==> config.mk <==
export PLATFORM = sky130hd
export DESIGN_NAME = tab_to_space_expander_unit
export DESIGN_NICKNAME = d
export VERILOG_FILES = /design/src/hw/rtl/tte_pkg.sv /design/src/hw/rtl/tte_ctrl.sv /design/src/hw/rtl/tte_datapath.sv /design/src/hw/rtl/tab_to_space_expander_unit.sv
export SDC_FILE = /design/constraint.sdc
export NUM_CORES = 1
export LEC_CHECK = 0
export ABC_CLOCK_PERIOD_IN_PS = 9970
export BUFFER_PORTS_ARGS = -buffer_cell sky130_fd_sc_hd__buf_2
export CAP_MARGIN = 20
export CORE_ASPECT_RATIO = 2
export CORE_MARGIN = 2
export CORE_UTILIZATION = 55
export CTS_BUF_LIST = sky130_fd_sc_hd__clkbuf_8
export DETAILED_ROUTE_END_ITERATION = 8
export GPL_TIMING_DRIVEN = 0
export PLACE_DENSITY = 0.72
export SYNTH_ARGS = -nofsm -noshare
export SYNTH_HDL_FRONTEND = slang
export SYNTH_SLANG_ARGS = --single-unit
==> constraint.sdc <==
create_clock -name clock -period 9.97 [get_ports clock]
set_clock_uncertainty 0.2 [all_clocks]
set_input_delay 0.997 -clock clock [delete_from_list [all_inputs] [get_ports clock]]
set_output_delay 0.997 -clock clock [all_outputs]
set_load 0.005 [all_outputs]
==> src/hw/rtl/tte_pkg.sv <==
`default_nettype none

package tte_pkg;

   // Defaults for the build-time parameters of the top level.
   localparam int DEFAULT_MAX_STOPS = 4;
   localparam int DEFAULT_COL_BITS  = 16;

   // Fixed field widths of the ports.
   localparam int BYTE_BITS      = 8;
   localparam int RUN_BITS       = 16;
   localparam int REG_BITS       = 16;
   localparam int COUNT_BITS     = 3;
   localparam int CSR_INDEX_BITS = 3;
   localparam int NUM_STOP_REGS  = 4;

   // Register indexes of the configuration port.
   localparam logic [CSR_INDEX_BITS-1:0] REG_LEAD_ONLY  = 3'd0;
   localparam logic [CSR_INDEX_BITS-1:0] REG_TAB_PITCH  = 3'd1;
   localparam logic [CSR_INDEX_BITS-1:0] REG_STOP_COUNT = 3'd2;
   localparam logic [CSR_INDEX_BITS-1:0] REG_STOP_ZERO  = 3'd3;

   // Register reset values.
   localparam logic [REG_BITS-1:0] DEFAULT_REPEAT = 16'd8;

   // Character codes.
   localparam logic [BYTE_BITS-1:0] CHAR_BS    = 8'h08;
   localparam logic [BYTE_BITS-1:0] CHAR_TAB   = 8'h09;
   localparam logic [BYTE_BITS-1:0] CHAR_NL    = 8'h0A;
   localparam logic [BYTE_BITS-1:0] CHAR_VT    = 8'h0B;
   localparam logic [BYTE_BITS-1:0] CHAR_FF    = 8'h0C;
   localparam logic [BYTE_BITS-1:0] CHAR_CR    = 8'h0D;
   localparam logic [BYTE_BITS-1:0] CHAR_SPACE = 8'h20;

   // Controller states.
   typedef enum logic [1:0] {
      ST_IDLE,
      ST_EVAL,
      ST_DIV,
      ST_LOAD
   } tte_state_type;

   // Commands from the controller to the datapath.
   typedef struct packed {
      logic capture;
      logic eval;
      logic div_step;
      logic div_finish;
      logic load;
   } tte_cmd_type;

   // Status from the datapath to the controller.
   typedef struct packed {
      logic need_div;
      logic div_done;
      logic out_free;
   } tte_status_type;

endpackage

`default_nettype wire

==> src/hw/rtl/tte_ctrl.sv <==
`default_nettype none

module tte_ctrl (
   input  wire logic                    clock,
   input  wire logic                    reset,
   input  wire logic                    req_valid,
   output logic                         req_ready,
   input  wire tte_pkg::tte_status_type status,
   output tte_pkg::tte_cmd_type         cmd
);

   tte_pkg::tte_state_type state_ff;
   tte_pkg::tte_state_type state_in;

   // State register.
   always_ff @(posedge clock) begin
      if (reset) begin
         state_ff <= tte_pkg::ST_IDLE;
      end else begin
         state_ff <= state_in;
      end
   end

   // Next state and commands.
   always_comb begin
      state_in = state_ff;
      cmd      = '0;
      req_ready = 1'b0;
      case (state_ff)
         tte_pkg::ST_IDLE: begin
            req_ready   = 1'b1;
            cmd.capture = req_valid;
            if (req_valid) begin
               state_in = tte_pkg::ST_EVAL;
            end
         end
         tte_pkg::ST_EVAL: begin
            cmd.eval = 1'b1;
            if (status.need_div) begin
               state_in = tte_pkg::ST_DIV;
            end else begin
               state_in = tte_pkg::ST_LOAD;
            end
         end
         tte_pkg::ST_DIV: begin
            if (status.div_done) begin
               cmd.div_finish = 1'b1;
               state_in       = tte_pkg::ST_LOAD;
            end else begin
               cmd.div_step = 1'b1;
            end
         end
         tte_pkg::ST_LOAD: begin
            if (status.out_free) begin
               cmd.load = 1'b1;
               state_in = tte_pkg::ST_IDLE;
            end
         end
         default: begin
            state_in = tte_pkg::ST_IDLE;
         end
      endcase
   end

endmodule

`default_nettype wire

==> src/hw/rtl/tte_datapath.sv <==
`default_nettype none

module tte_datapath #(
   parameter int MAX_STOPS = tte_pkg::DEFAULT_MAX_STOPS,
   parameter int COL_BITS  = tte_pkg::DEFAULT_COL_BITS
) (
   input  wire logic                                 clock,
   input  wire logic                                 reset,
   input  wire tte_pkg::tte_cmd_type                 cmd,
   output tte_pkg::tte_status_type                   status,
   input  wire logic [tte_pkg::BYTE_BITS-1:0]        req_in_byte,
   input  wire logic                                 req_new_file,
   output logic                                      rsp_valid,
   input  wire logic                                 rsp_ready,
   output logic [tte_pkg::BYTE_BITS-1:0]             rsp_out_byte,
   output logic [tte_pkg::RUN_BITS-1:0]              rsp_run_length,
   input  wire logic                                 csr_valid,
   input  wire logic [tte_pkg::CSR_INDEX_BITS-1:0]   csr_index,
   input  wire logic [tte_pkg::REG_BITS-1:0]         csr_wdata
);

   localparam int WB =
      ((COL_BITS > tte_pkg::REG_BITS) ? COL_BITS : tte_pkg::REG_BITS) + 1;
   localparam int CNT_BITS     = $clog2(MAX_STOPS + 1);
   localparam int DIV_CNT_BITS = $clog2(COL_BITS + 1);
   localparam logic [COL_BITS-1:0] COL_MAX = '1;

   // Configuration registers.
   logic                              lead_only_ff;
   logic [tte_pkg::REG_BITS-1:0]      tab_pitch_ff;
   logic [tte_pkg::COUNT_BITS-1:0]    stop_count_ff;
   logic [tte_pkg::REG_BITS-1:0]      stops_ff [MAX_STOPS];

   // Line state and the item at work.
   logic [COL_BITS-1:0]               column_ff, column_in;
   logic                              blank_ff, blank_in;
   logic [tte_pkg::BYTE_BITS-1:0]     byte_ff;
   logic [WB-1:0]                     stop_ff, stop_in;

   // Remainder unit.
   logic [COL_BITS-1:0]               dividend_ff, dividend_in;
   logic [tte_pkg::REG_BITS-1:0]      rem_ff, rem_in;
   logic [DIV_CNT_BITS-1:0]           div_cnt_ff, div_cnt_in;

   // Output register.
   logic                              rsp_valid_ff, rsp_valid_in;
   logic [tte_pkg::BYTE_BITS-1:0]     out_byte_ff, out_byte_in;
   logic [tte_pkg::RUN_BITS-1:0]      run_ff, run_in;

   // Combinational terms.
   logic [CNT_BITS-1:0]               n_eff;
   logic [WB-1:0]                     col_w;
   logic                              hit;
   logic [WB-1:0]                     hit_stop;
   logic [WB-1:0]                     base;
   logic [WB-1:0]                     diff_w;
   logic                              expand;
   logic [tte_pkg::REG_BITS:0]        trial;
   logic [WB-1:0]                     clip;
   logic                              advance;
   logic [WB-1:0]                     run_w;

   function automatic logic is_white(input logic [tte_pkg::BYTE_BITS-1:0] c);
      is_white = (c == tte_pkg::CHAR_SPACE) || (c == tte_pkg::CHAR_TAB) ||
                 (c == tte_pkg::CHAR_NL) || (c == tte_pkg::CHAR_VT) ||
                 (c == tte_pkg::CHAR_FF) || (c == tte_pkg::CHAR_CR);
   endfunction

   // Scalar configuration registers; writes to unknown indexes are dropped.
   always_ff @(posedge clock) begin
      if (reset) begin
         lead_only_ff  <= 1'b0;
         tab_pitch_ff  <= tte_pkg::DEFAULT_REPEAT;
         stop_count_ff <= '0;
      end else if (csr_valid) begin
         if (csr_index == tte_pkg::REG_LEAD_ONLY) begin
            lead_only_ff <= csr_wdata[0];
         end
         if (csr_index == tte_pkg::REG_TAB_PITCH) begin
            tab_pitch_ff <= csr_wdata;
         end
         if (csr_index == tte_pkg::REG_STOP_COUNT) begin
            stop_count_ff <= csr_wdata[tte_pkg::COUNT_BITS-1:0];
         end
      end
   end

   // Stop registers; entries with no register behind them stay zero.
   always_ff @(posedge clock) begin
      if (reset) begin
         for (int i = 0; i < MAX_STOPS; i++) begin
            stops_ff[i] <= '0;
         end
      end else if (csr_valid) begin
         for (int i = 0; i < MAX_STOPS; i++) begin
            if ((i < tte_pkg::NUM_STOP_REGS) &&
                (32'(csr_index) == 32'(tte_pkg::REG_STOP_ZERO) + 32'(i))) begin
               stops_ff[i] <= csr_wdata;
            end
         end
      end
   end

   // Stop search: first explicit stop beyond the column, and the base of the
   // repeating stops.
   always_comb begin
      if (32'(stop_count_ff) > 32'(MAX_STOPS)) begin
         n_eff = CNT_BITS'(MAX_STOPS);
      end else begin
         n_eff = CNT_BITS'(stop_count_ff);
      end
      col_w    = WB'(column_ff);
      hit      = 1'b0;
      hit_stop = '0;
      for (int i = MAX_STOPS - 1; i >= 0; i--) begin
         if ((i < int'(n_eff)) && (WB'(stops_ff[i]) > col_w)) begin
            hit      = 1'b1;
            hit_stop = WB'(stops_ff[i]);
         end
      end
      base = '0;
      for (int i = 0; i < MAX_STOPS; i++) begin
         if (int'(n_eff) == i + 1) begin
            base = WB'(stops_ff[i]);
         end
      end
      if (col_w < base) begin
         base = '0;
      end
      diff_w = col_w - base;
      expand = (byte_ff == tte_pkg::CHAR_TAB) && (!lead_only_ff || blank_ff);
   end

   // One restoring step of the remainder by the repeat size.
   always_comb begin
      trial = {rem_ff, dividend_ff[COL_BITS-1]};
      if (trial >= {1'b0, tab_pitch_ff}) begin
         rem_in = tte_pkg::REG_BITS'(trial - {1'b0, tab_pitch_ff});
      end else begin
         rem_in = trial[tte_pkg::REG_BITS-1:0];
      end
   end

   // Stop clipped to the column range, and the run that reaches it.
   always_comb begin
      if (stop_ff > WB'(COL_MAX)) begin
         clip = WB'(COL_MAX);
      end else begin
         clip = stop_ff;
      end
      advance = clip > col_w;
      run_w   = advance ? (clip - col_w) : WB'(1);
   end

   // Next values of the item registers and the remainder unit.
   always_comb begin
      dividend_in = dividend_ff;
      div_cnt_in  = div_cnt_ff;
      stop_in     = stop_ff;
      if (cmd.eval) begin
         if (hit) begin
            stop_in = hit_stop;
         end else begin
            stop_in = col_w + WB'(1);
         end
         dividend_in = diff_w[COL_BITS-1:0];
         div_cnt_in  = DIV_CNT_BITS'(COL_BITS);
      end else if (cmd.div_step) begin
         dividend_in = dividend_ff << 1;
         div_cnt_in  = div_cnt_ff - DIV_CNT_BITS'(1);
      end else if (cmd.div_finish) begin
         stop_in = col_w + WB'(tab_pitch_ff) - WB'(rem_ff);
      end
   end

   always_ff @(posedge clock) begin
      if (reset) begin
         div_cnt_ff <= '0;
      end else begin
         div_cnt_ff <= div_cnt_in;
      end
   end

   always_ff @(posedge clock) begin
      if (cmd.capture) begin
         byte_ff <= req_in_byte;
      end
      if (cmd.eval) begin
         rem_ff <= '0;
      end else if (cmd.div_step) begin
         rem_ff <= rem_in;
      end
      dividend_ff <= dividend_in;
      stop_ff     <= stop_in;
   end

   // Column and blank-only flag: the new-file flag acts on transfer, the
   // byte itself when its result is loaded.
   always_comb begin
      column_in   = column_ff;
      blank_in    = blank_ff;
      out_byte_in = out_byte_ff;
      run_in      = run_ff;
      if (cmd.capture && req_new_file) begin
         column_in = '0;
         blank_in  = 1'b1;
      end
      if (cmd.load) begin
         if (expand) begin
            out_byte_in = tte_pkg::CHAR_SPACE;
            run_in      = run_w[tte_pkg::RUN_BITS-1:0];
            if (advance) begin
               column_in = clip[COL_BITS-1:0];
            end
         end else begin
            out_byte_in = byte_ff;
            run_in      = tte_pkg::RUN_BITS'(1);
            if (byte_ff == tte_pkg::CHAR_NL) begin
               column_in = '0;
               blank_in  = 1'b1;
            end else if (byte_ff == tte_pkg::CHAR_BS) begin
               if (column_ff != '0) begin
                  column_in = column_ff - COL_BITS'(1);
               end
            end else if (byte_ff == tte_pkg::CHAR_CR) begin
               column_in = '0;
            end else begin
               if (column_ff != COL_MAX) begin
                  column_in = column_ff + COL_BITS'(1);
               end
               if (!is_white(byte_ff)) begin
                  blank_in = 1'b0;
               end
            end
         end
      end
   end

   always_ff @(posedge clock) begin
      if (reset) begin
         column_ff <= '0;
         blank_ff  <= 1'b1;
      end else begin
         column_ff <= column_in;
         blank_ff  <= blank_in;
      end
   end

   // Output register: holds the result until the far side takes it.
   always_comb begin
      if (cmd.load) begin
         rsp_valid_in = 1'b1;
      end else if (rsp_ready) begin
         rsp_valid_in = 1'b0;
      end else begin
         rsp_valid_in = rsp_valid_ff;
      end
   end

   always_ff @(posedge clock) begin
      if (reset) begin
         rsp_valid_ff <= 1'b0;
      end else begin
         rsp_valid_ff <= rsp_valid_in;
      end
   end

   always_ff @(posedge clock) begin
      out_byte_ff <= out_byte_in;
      run_ff      <= run_in;
   end

   assign rsp_valid      = rsp_valid_ff;
   assign rsp_out_byte   = out_byte_ff;
   assign rsp_run_length = run_ff;

   assign status.need_div = expand && !hit && (tab_pitch_ff != '0);
   assign status.div_done = (div_cnt_ff == '0);
   assign status.out_free = !rsp_valid_ff || rsp_ready;

   // A result is only loaded into a free output register.
   a_load_free: assert property (@(posedge clock) disable iff (reset)
      cmd.load |-> (!rsp_valid_ff || rsp_ready))
      else $error("result loaded over one not yet transferred");

   // A loaded result is offered in the next cycle.
   a_load_valid: assert property (@(posedge clock) disable iff (reset)
      cmd.load |=> rsp_valid_ff)
      else $error("loaded result not offered");

   // The remainder unit never steps past its last bit.
   a_div_count: assert property (@(posedge clock) disable iff (reset)
      cmd.div_step |-> (div_cnt_ff != '0))
      else $error("remainder step with no bits left");

   // An expanded tab always comes out as spaces.
   a_tab_space: assert property (@(posedge clock) disable iff (reset)
      (cmd.load && expand) |=> (out_byte_ff == tte_pkg::CHAR_SPACE))
      else $error("expanded tab not emitted as space");

endmodule

`default_nettype wire

==> src/hw/rtl/tab_to_space_expander_unit.sv <==
`default_nettype none

// Tab-to-space expander. Each text byte transferred on the req_ channel gives
// exactly one result on the rsp_ channel: a byte and a run length. Tabs become
// a run of spaces up to the next stop (explicit stops first, then repeating
// stops spaced by the repeat size from the last explicit one); other bytes
// pass with run length 1 and move the column. One item is worked at a time.
// An ordinary byte, or a tab that lands on an explicit stop or has repeat size
// zero, goes from transfer through the evaluate and load states to the output
// register. A tab that falls into the repeating stops also passes through the
// bit-serial remainder unit, which works one column bit per cycle. A
// finished result waits in the output register while the next byte is taken.
// Configuration registers are written through the csr_ channel, which is
// always ready, and should only be changed while no item is at work.
module tab_to_space_expander_unit #(
   parameter int MAX_STOPS = tte_pkg::DEFAULT_MAX_STOPS,
   parameter int COL_BITS  = tte_pkg::DEFAULT_COL_BITS
) (
   input  wire logic                                clock,
   input  wire logic                                reset,
   input  wire logic                                req_valid,
   output logic                                     req_ready,
   input  wire logic [tte_pkg::BYTE_BITS-1:0]       req_in_byte,
   input  wire logic                                req_new_file,
   output logic                                     rsp_valid,
   input  wire logic                                rsp_ready,
   output logic [tte_pkg::BYTE_BITS-1:0]            rsp_out_byte,
   output logic [tte_pkg::RUN_BITS-1:0]             rsp_run_length,
   input  wire logic                                csr_valid,
   output logic                                     csr_ready,
   input  wire logic [tte_pkg::CSR_INDEX_BITS-1:0]  csr_index,
   input  wire logic [tte_pkg::REG_BITS-1:0]        csr_wdata
);

   tte_pkg::tte_cmd_type    cmd;
   tte_pkg::tte_status_type status;

   // Register writes complete in the cycle they are offered.
   assign csr_ready = 1'b1;

   // Sequencer.
   tte_ctrl u_ctrl (
      .clock     (clock),
      .reset     (reset),
      .req_valid (req_valid),
      .req_ready (req_ready),
      .status    (status),
      .cmd       (cmd)
   );

   // Registers, stop search, remainder unit and output register.
   tte_datapath #(
      .MAX_STOPS (MAX_STOPS),
      .COL_BITS  (COL_BITS)
   ) u_datapath (
      .clock          (clock),
      .reset          (reset),
      .cmd            (cmd),
      .status         (status),
      .req_in_byte    (req_in_byte),
      .req_new_file   (req_new_file),
      .rsp_valid      (rsp_valid),
      .rsp_ready      (rsp_ready),
      .rsp_out_byte   (rsp_out_byte),
      .rsp_run_length (rsp_run_length),
      .csr_valid      (csr_valid && csr_ready),
      .csr_index      (csr_index),
      .csr_wdata      (csr_wdata)
   );

endmodule

`default_nettype wire
======== After elaboration in Yosys (flattened, before gate mapping) ========
Memories as Yosys holds them, arrays and structs flattened.
Cells that the tools add are included.
word-level totals
  register bits after elaboration ......... 126
  memory bits (writable) .................. 64
  input port bits ......................... 33
  output and inout bits ................... 27
  word-level logic and storage cells ...... 177
  memories kept ........................... 1
memory list
  name                 depth  bits a word  rd ports  clocked after Yosys merged registers in  write ports  RTL line            RTL
  u_datapath.stops_ff  4      16           4         0                                        4            tte_datapath.sv:32  logic [tte_pkg::REG_BITS-1:0] stops_ff [MAX_STOPS];
cells by class
  add/subtract/negate cells ............... 9
  $lt $le $gt $ge ......................... 13
  eq/ne operators ......................... 25
  multiplexer cells ....................... 77
  bitwise operators ....................... 4
  reductions and logical operators ........ 33
operators by type and width
  operator                                                                            count
  16-bit 2-to-1 mux                                                                   25
  17-bit 2-to-1 mux                                                                   5
  16-bit greater-than comparator                                                      4
  8-bit by 4-bit equality test with 1-bit output (second input constant)              6
  16-bit subtractor                                                                   3
  1-bit 2-to-1 mux                                                                    39
  16-bit nonzero test                                                                 2
  3-bit equality test (second input constant)                                         6
  16-bit by 1-bit adder with 17-bit output (second input constant)                    1
  16-bit by 16-bit adder with 17-bit output                                           1
  17-bit by 16-bit >= comparator with 1-bit output                                    1
  17-bit by 16-bit greater-than comparator with 1-bit output                          1
  17-bit by 16-bit greater-than comparator with 1-bit output (second input constant)  1
  17-bit by 16-bit subtractor with 17-bit output                                      1
  16-bit by 1-bit adder with 16-bit output (second input constant)                    1
  16-bit less-than comparator                                                         1
  16-bit != test (second input constant)                                              1
  16-bit by 1-bit subtractor with 16-bit output (second input constant)               1
  5-bit 2-to-1 mux                                                                    2
  2-bit AND reduction                                                                 5
  3-bit by 2-bit equality test with 1-bit output (second input constant)              3
  8-bit by 6-bit equality test with 1-bit output (second input constant)              1
  1-bit logical AND                                                                   8
  2-bit 2-to-1 mux                                                                    4
  other kinds (20)                                                                    38

======== Logic depth before layout (Yosys ltp) ========
  word-level depth ........................ 13
  mapped depth ............................ 25
  mapped depth without buffers ............ 21

======== By module ========
A second synthesis with hierarchy kept.
second synthesis, totals
  cell total of the unflattened synthesis .. 1,638
  area, all modules ....................... 15,041.9 µm²
by module, submodules not included
  module                      instances  cells each  area an instance (µm²)  seq. area each (µm²)
  tte_datapath                1          1,612       14,805.4                5,054.8
  tte_ctrl                    1          24          225.2                   40.0
  tab_to_space_expander_unit  1          2           11.3                    0.0

======== Worst setup path after synthesis ========
Ideal clock, no wire load.
  path type ............................... flip-flop to flip-flop
  start ................................... register u_datapath.stop_count_ff[1] in the netlist's numbering
  end ..................................... register u_datapath.dividend_ff[14], data pin
  library setup time ...................... 260 ps
  arrival time ............................ 5,266 ps
  data required time ...................... 9,510 ps
  setup slack ............................. 4,245 ps
  cell stages (with the launch flop) ...... 26
  buffers on the path ..................... 4
  clock period less this slack ............ 5,725 ps
  cell sequence ........................... dfxtp_1 > buf_2 > buf_1 > clkbuf_1 > mux2i_1 > a211oi_1 > nor2_1 > ha_1 > nand2b_1 > a221oi_1 > a2111oi_0 > o31ai_1 > a221o_1 > clkbuf_1 > and2_1 > ha_1 > inv_1 > fa_1 > a21o_1 > a21oi_1 > o211ai_1 > a311oi_1 > o21ai_0 > a31oi_1 > xnor2_1 > mux2_2
on the way
  word-level cells in the longest chain between the ends .. 11
  elaborated cells on any way between the ends .. 14
  those cells by class .................... add/sub (1); order compare (2); eq/ne (4); mux (7)
RTL lines
  what                                            RTL line             RTL
  from (decl)                                     tte_datapath.sv:31   logic [tte_pkg::COUNT_BITS-1:0] stop_count_ff;
  from (signal assigned)                          tte_datapath.sv:83   stop_count_ff <= csr_wdata[tte_pkg::COUNT_BITS-1:0];
  3-bit greater-than comparator                   tte_datapath.sv:107  if (32'(stop_count_ff) > 32'(MAX_STOPS)) begin
  3-bit 2-to-1 mux (*)                            tte_datapath.sv:107
  3-bit by 2-bit equality test with 1-bit output  tte_datapath.sv:123  if (int'(n_eff) == i + 1) begin
  16-bit 2-to-1 mux (3 in series)                 tte_datapath.sv:123
  16-bit 2-to-1 mux (*)                           tte_datapath.sv:123
  16-bit less-than comparator                     tte_datapath.sv:127  if (col_w < base) begin
  16-bit 2-to-1 mux (*)                           tte_datapath.sv:127
  16-bit subtractor (*)                           tte_datapath.sv:130  diff_w = col_w - base;
  16-bit 2-to-1 mux (*)                           tte_datapath.sv:160  if (cmd.eval) begin
  via u_datapath.dividend_in[14]                  tte_datapath.sv:41   logic [COL_BITS-1:0] dividend_ff, dividend_in;
  to (signal assigned)                            tte_datapath.sv:193  dividend_ff <= dividend_in;
  to (decl)                                       tte_datapath.sv:41
Mark *: on every way through the listed nets, which the timed path passes. The rest lies on a longest branch.
A chain may end at the register's enable or synchronous reset.

======== Final worst setup path ========
  start ................................... register u_datapath.stop_count_ff[1] in the netlist's numbering
  end ..................................... register u_datapath.dividend_ff[15], data pin
Same word-level chain as after synthesis.

==> results.yml <==
grt:
  grt_pass1_vias: 13600
  grt_antenna_before_repair: 0
  overflow: 0
  grt_first_pass_wirelength_um: 81700
  grt_util_all_layers_pct: 39.0
  grt_max_degree: 28
drt:
  num_vias: 13500
  vias_per_cell: 6.42
  routedWlPerCell_um: 26.3
  drtIter0Drc: 1184
  detail_route.first_pass.iterations: 7
  antenna_left: 0
  drc_errors: 0
  routed_wl_um: 55200
power:
  pwr-share-comb_pct: 52.1
  power.share.switching_pct: 44.1
  leakage_nw: 6.23
  switchingPower_w: 0.00158
  p_seq_share_pct: 32.3
  clockPowerShare_pct: 15.7
  peakVddDrop_mv: 0.299
  internal_power_w: 0.00200
  power_density_nw_per_um2: 219
timing:
  fin_ws_ns: 1.88
  tightest_slew_ns: 1.16
  holdWs_ns: 0.288
  fin_crit_sh_pct: 81.2
  setup_violations: 0
  tns_ns: 0
  layout_min_cycle_time_ns: 8.09
  max_freq_mhz: 124
  rsz0062_at_grt: "no"
  slew_headroom_pct: 21.8
  hold_viol_final: 0
  final-max-slew-violation-count: 0
floorplan:
  die_w_um: 121
  dieArea_sq_um: 28900
  initial_utilization_pct: 56.0
  dieHeight_um: 239
  core_sq_um: 27000
  top_level_ports: 60
  rows: 85
final_layout:
  utilization_pct: 60.5
  fin_nets: 1946
  diodes: 0
  syn2layout_area_growth_pct: 8.08
  fin_cells: 2100
  drive_gt1_share_pct: 9.47
worst_setup_path:
  reg2reg_slack_ns: 1.88
  crit_chain: "buf_2 -> buf_1 -> clkbuf_1 -> mux2i_1 -> a211oi_1 -> nor2_1 -> ha_1 -> nand2b_1 -> a221oi_1 -> a2111oi_1 -> buf_2 -> o31ai_1 -> a221o_1 -> clkbuf_1 -> o21ai_1 -> ha_1 -> nand2b_1 -> a21oi_1 -> o21ai_0 -> o211ai_1 -> nand2_1 -> o21ai_0 -> xnor3_1 -> mux2_2"
  critPathMaxFanout: 10
  path_class: "register to register"
  critPathSlowestCell: "o21ai_1"
  start_kind: "register"
  endpoint_kind: "register"
  critPathBufInv: 5
  cp_data_required_time_ns: 10.06
  critPathTopFamily: "compound AO/OA/AOI/OAI gates"
  slowest_delay_ns: 0.68
  crit_arrival_ns: 8.19
placement:
  place_ws_ns: 2.07
  place_inst: 2067
  place.gp.congestion: 1.03
  io_buffers: 58
  hpwl_um: 43800
clock_network:
  cts.sinks: 190
  h-tree-depth: 4
  cts-buffers-inserted: 17
  clkLatencyLatePin_ns: 0.55
  cts_tree: "done"
  cts_resized: 0
  cts_hold_buf: 0
  post_cts_buffers: 0
  path_clk_slew_ns: 0.12
  cts_buffer_depth: 2
  root_buffer: "clkbuf_8"
yosys:
  yosys.area.top_type_share_pct: 25.6
  yosysUniqueCellTypes: 90
  async_reset_ff_share_pct: 0
  ys_seq_area_share_pct: 33.7
  syn_inst: 1657
  synth.cell_area_sq_um: 15100
  synth_area_leaders: "edfxtp_1 26%, ha_1 13%, dfxtp_1 8.1%"
  synth_ff_type: "edfxtp_1"
  ys_warn_count: 0
  avgSynthCellArea_sq_um: 9.13
  synth_top_area_cell: "edfxtp_1"
  synth-seq-cells: 190
  synth-edff-count: 129
  syn_nets: 1864
flow_run:
  maxCapViolCount: 0
min_path:
  worstHoldPathType: "register to register"
outcome:
  outcome: "finished clean"
[cell families after synthesis]
| logic type | Yosys count | share of synthesized area, % |
|---|---|---|
| other | 1 | 0.0248 |
| XOR/XNOR | 73 | 4.32 |
| buffers and inverters | 178 | 5.07 |
| flip-flops | 190 | 33.7 |
| adder cells (fa/ha/maj) | 174 | 15.3 |
| AO/OA/AOI/OAI | 442 | 19.4 |
| AND/OR/NAND/NOR | 545 | 18.5 |
| multiplexers | 54 | 3.74 |
[layout make-up]
type / count / area (sq um)
well taps: 348 / 435
clock buffers: 17 / 234
repair buffers: 63 / 343
multi-input cells: 1289 / 9280
clock inverters: 15 / 193
plain buffers: 75 / 380
fillers: 2473 / 10700
flip-flops and latches: 190 / 5090
inverters: 103 / 387
[path summary, 6_finish.rpt]
check | start | endpoint | depth (start not counted)
setup / recovery | u_datapath.stop_count_ff[1] | u_datapath.dividend_ff[15] | 24
hold / removal | u_datapath.tab_pitch_ff[10] | u_datapath.tab_pitch_ff[10] | 2
setup reg to reg | u_datapath.stop_count_ff[1] | u_datapath.dividend_ff[15] | 24
hold reg to reg | u_datapath.tab_pitch_ff[10] | u_datapath.tab_pitch_ff[10] | 2
[power by group through the flow]
stage	Clock, W	Sequential [W]	Combinational, W
after detailed placement	0	0.00117	0.00181
after global routing	0.000586	0.00117	0.00201
after CTS	0.000564	0.00115	0.00182
after floorplan	0	0.00113	0.00131
after global placement	0	0.00117	0.00176
final	0.000561	0.00115	0.00186
[stage by stage]
stage	cell area (sq um)	power, W
3_5_place_dp	15900	0.00298
2_1_floorplan	15100	0.00244
4_1_cts	16300	0.00353
5_1_grt	16300	0.00376
6_report	16300	0.00358
3_3_place_gp	15900	0.00293
[sequential cells by signal (all words and copies together) (netlist names), 3 cells and up]
name,count
u_datapath.tab_pitch_ff,16
u_datapath.dividend_ff,16
u_datapath.div_cnt_ff,5
u_datapath.rsp_out_byte,8
u_datapath.column_ff,16
u_datapath.stop_ff,17
u_datapath.rem_ff,16
u_datapath.byte_ff,8
u_datapath.stops_ff,64
u_datapath.stop_count_ff,3
u_datapath.rsp_run_length,16
[placed cells by master (no fill, tap or decap), types with 20 or more instances in the layout]
| master | instances |
|---|---|
| clkbuf_1 | 53 |
| nor3_1 | 37 |
| dfxtp_1 | 61 |
| mux2i_1 | 34 |
| a211oi_1 | 33 |
| xnor2_1 | 57 |
| ha_1 | 155 |
| nand4_1 | 24 |
| edfxtp_1 | 129 |
| nor2_1 | 136 |
| nand2_1 | 115 |
| a21oi_1 | 122 |
| mux2_2 | 20 |
| inv_1 | 103 |
| clkbuf_8 | 20 |
| nand2b_1 | 38 |
| nand3_1 | 21 |
| a21o_1 | 25 |
| o21ai_0 | 84 |
| and2_1 | 75 |
| buf_2 | 63 |
[cell usage after synthesis (all sizes together), types with 21 or more instances]
cell      n
a211oi   33
a21o     25
a21oi   122
and2     75
clkbuf   57
dfxtp    61
edfxtp  129
ha      155
inv     103
mux2i    34
nand2   116
nand2b   39
nand3    21
nand4    24
nor2    137
nor3     37
o21ai    93
xnor2    57
[metal layers]
layer / routed length (um) / global-route usage [%] / vias to the layer above
li1: - / - / 6260
met1: 17800 / 37.2 / 6303
met2: 27000 / 66.2 / 626
met3: 3560 / 9.09 / 303
met4: 6840 / 38.8 / 0
met5: 0 / 0 / -
[tightest hold or removal path, delay by kind of cell, from the launching register on]
kind / cells / cell delay [ns]
AO/OA/AOI/OAI: 1 / 0.05
flip-flops: 1 / 0.34
AND/OR/NAND/NOR: 1 / 0.06
(Power assumes the default switching activity.)
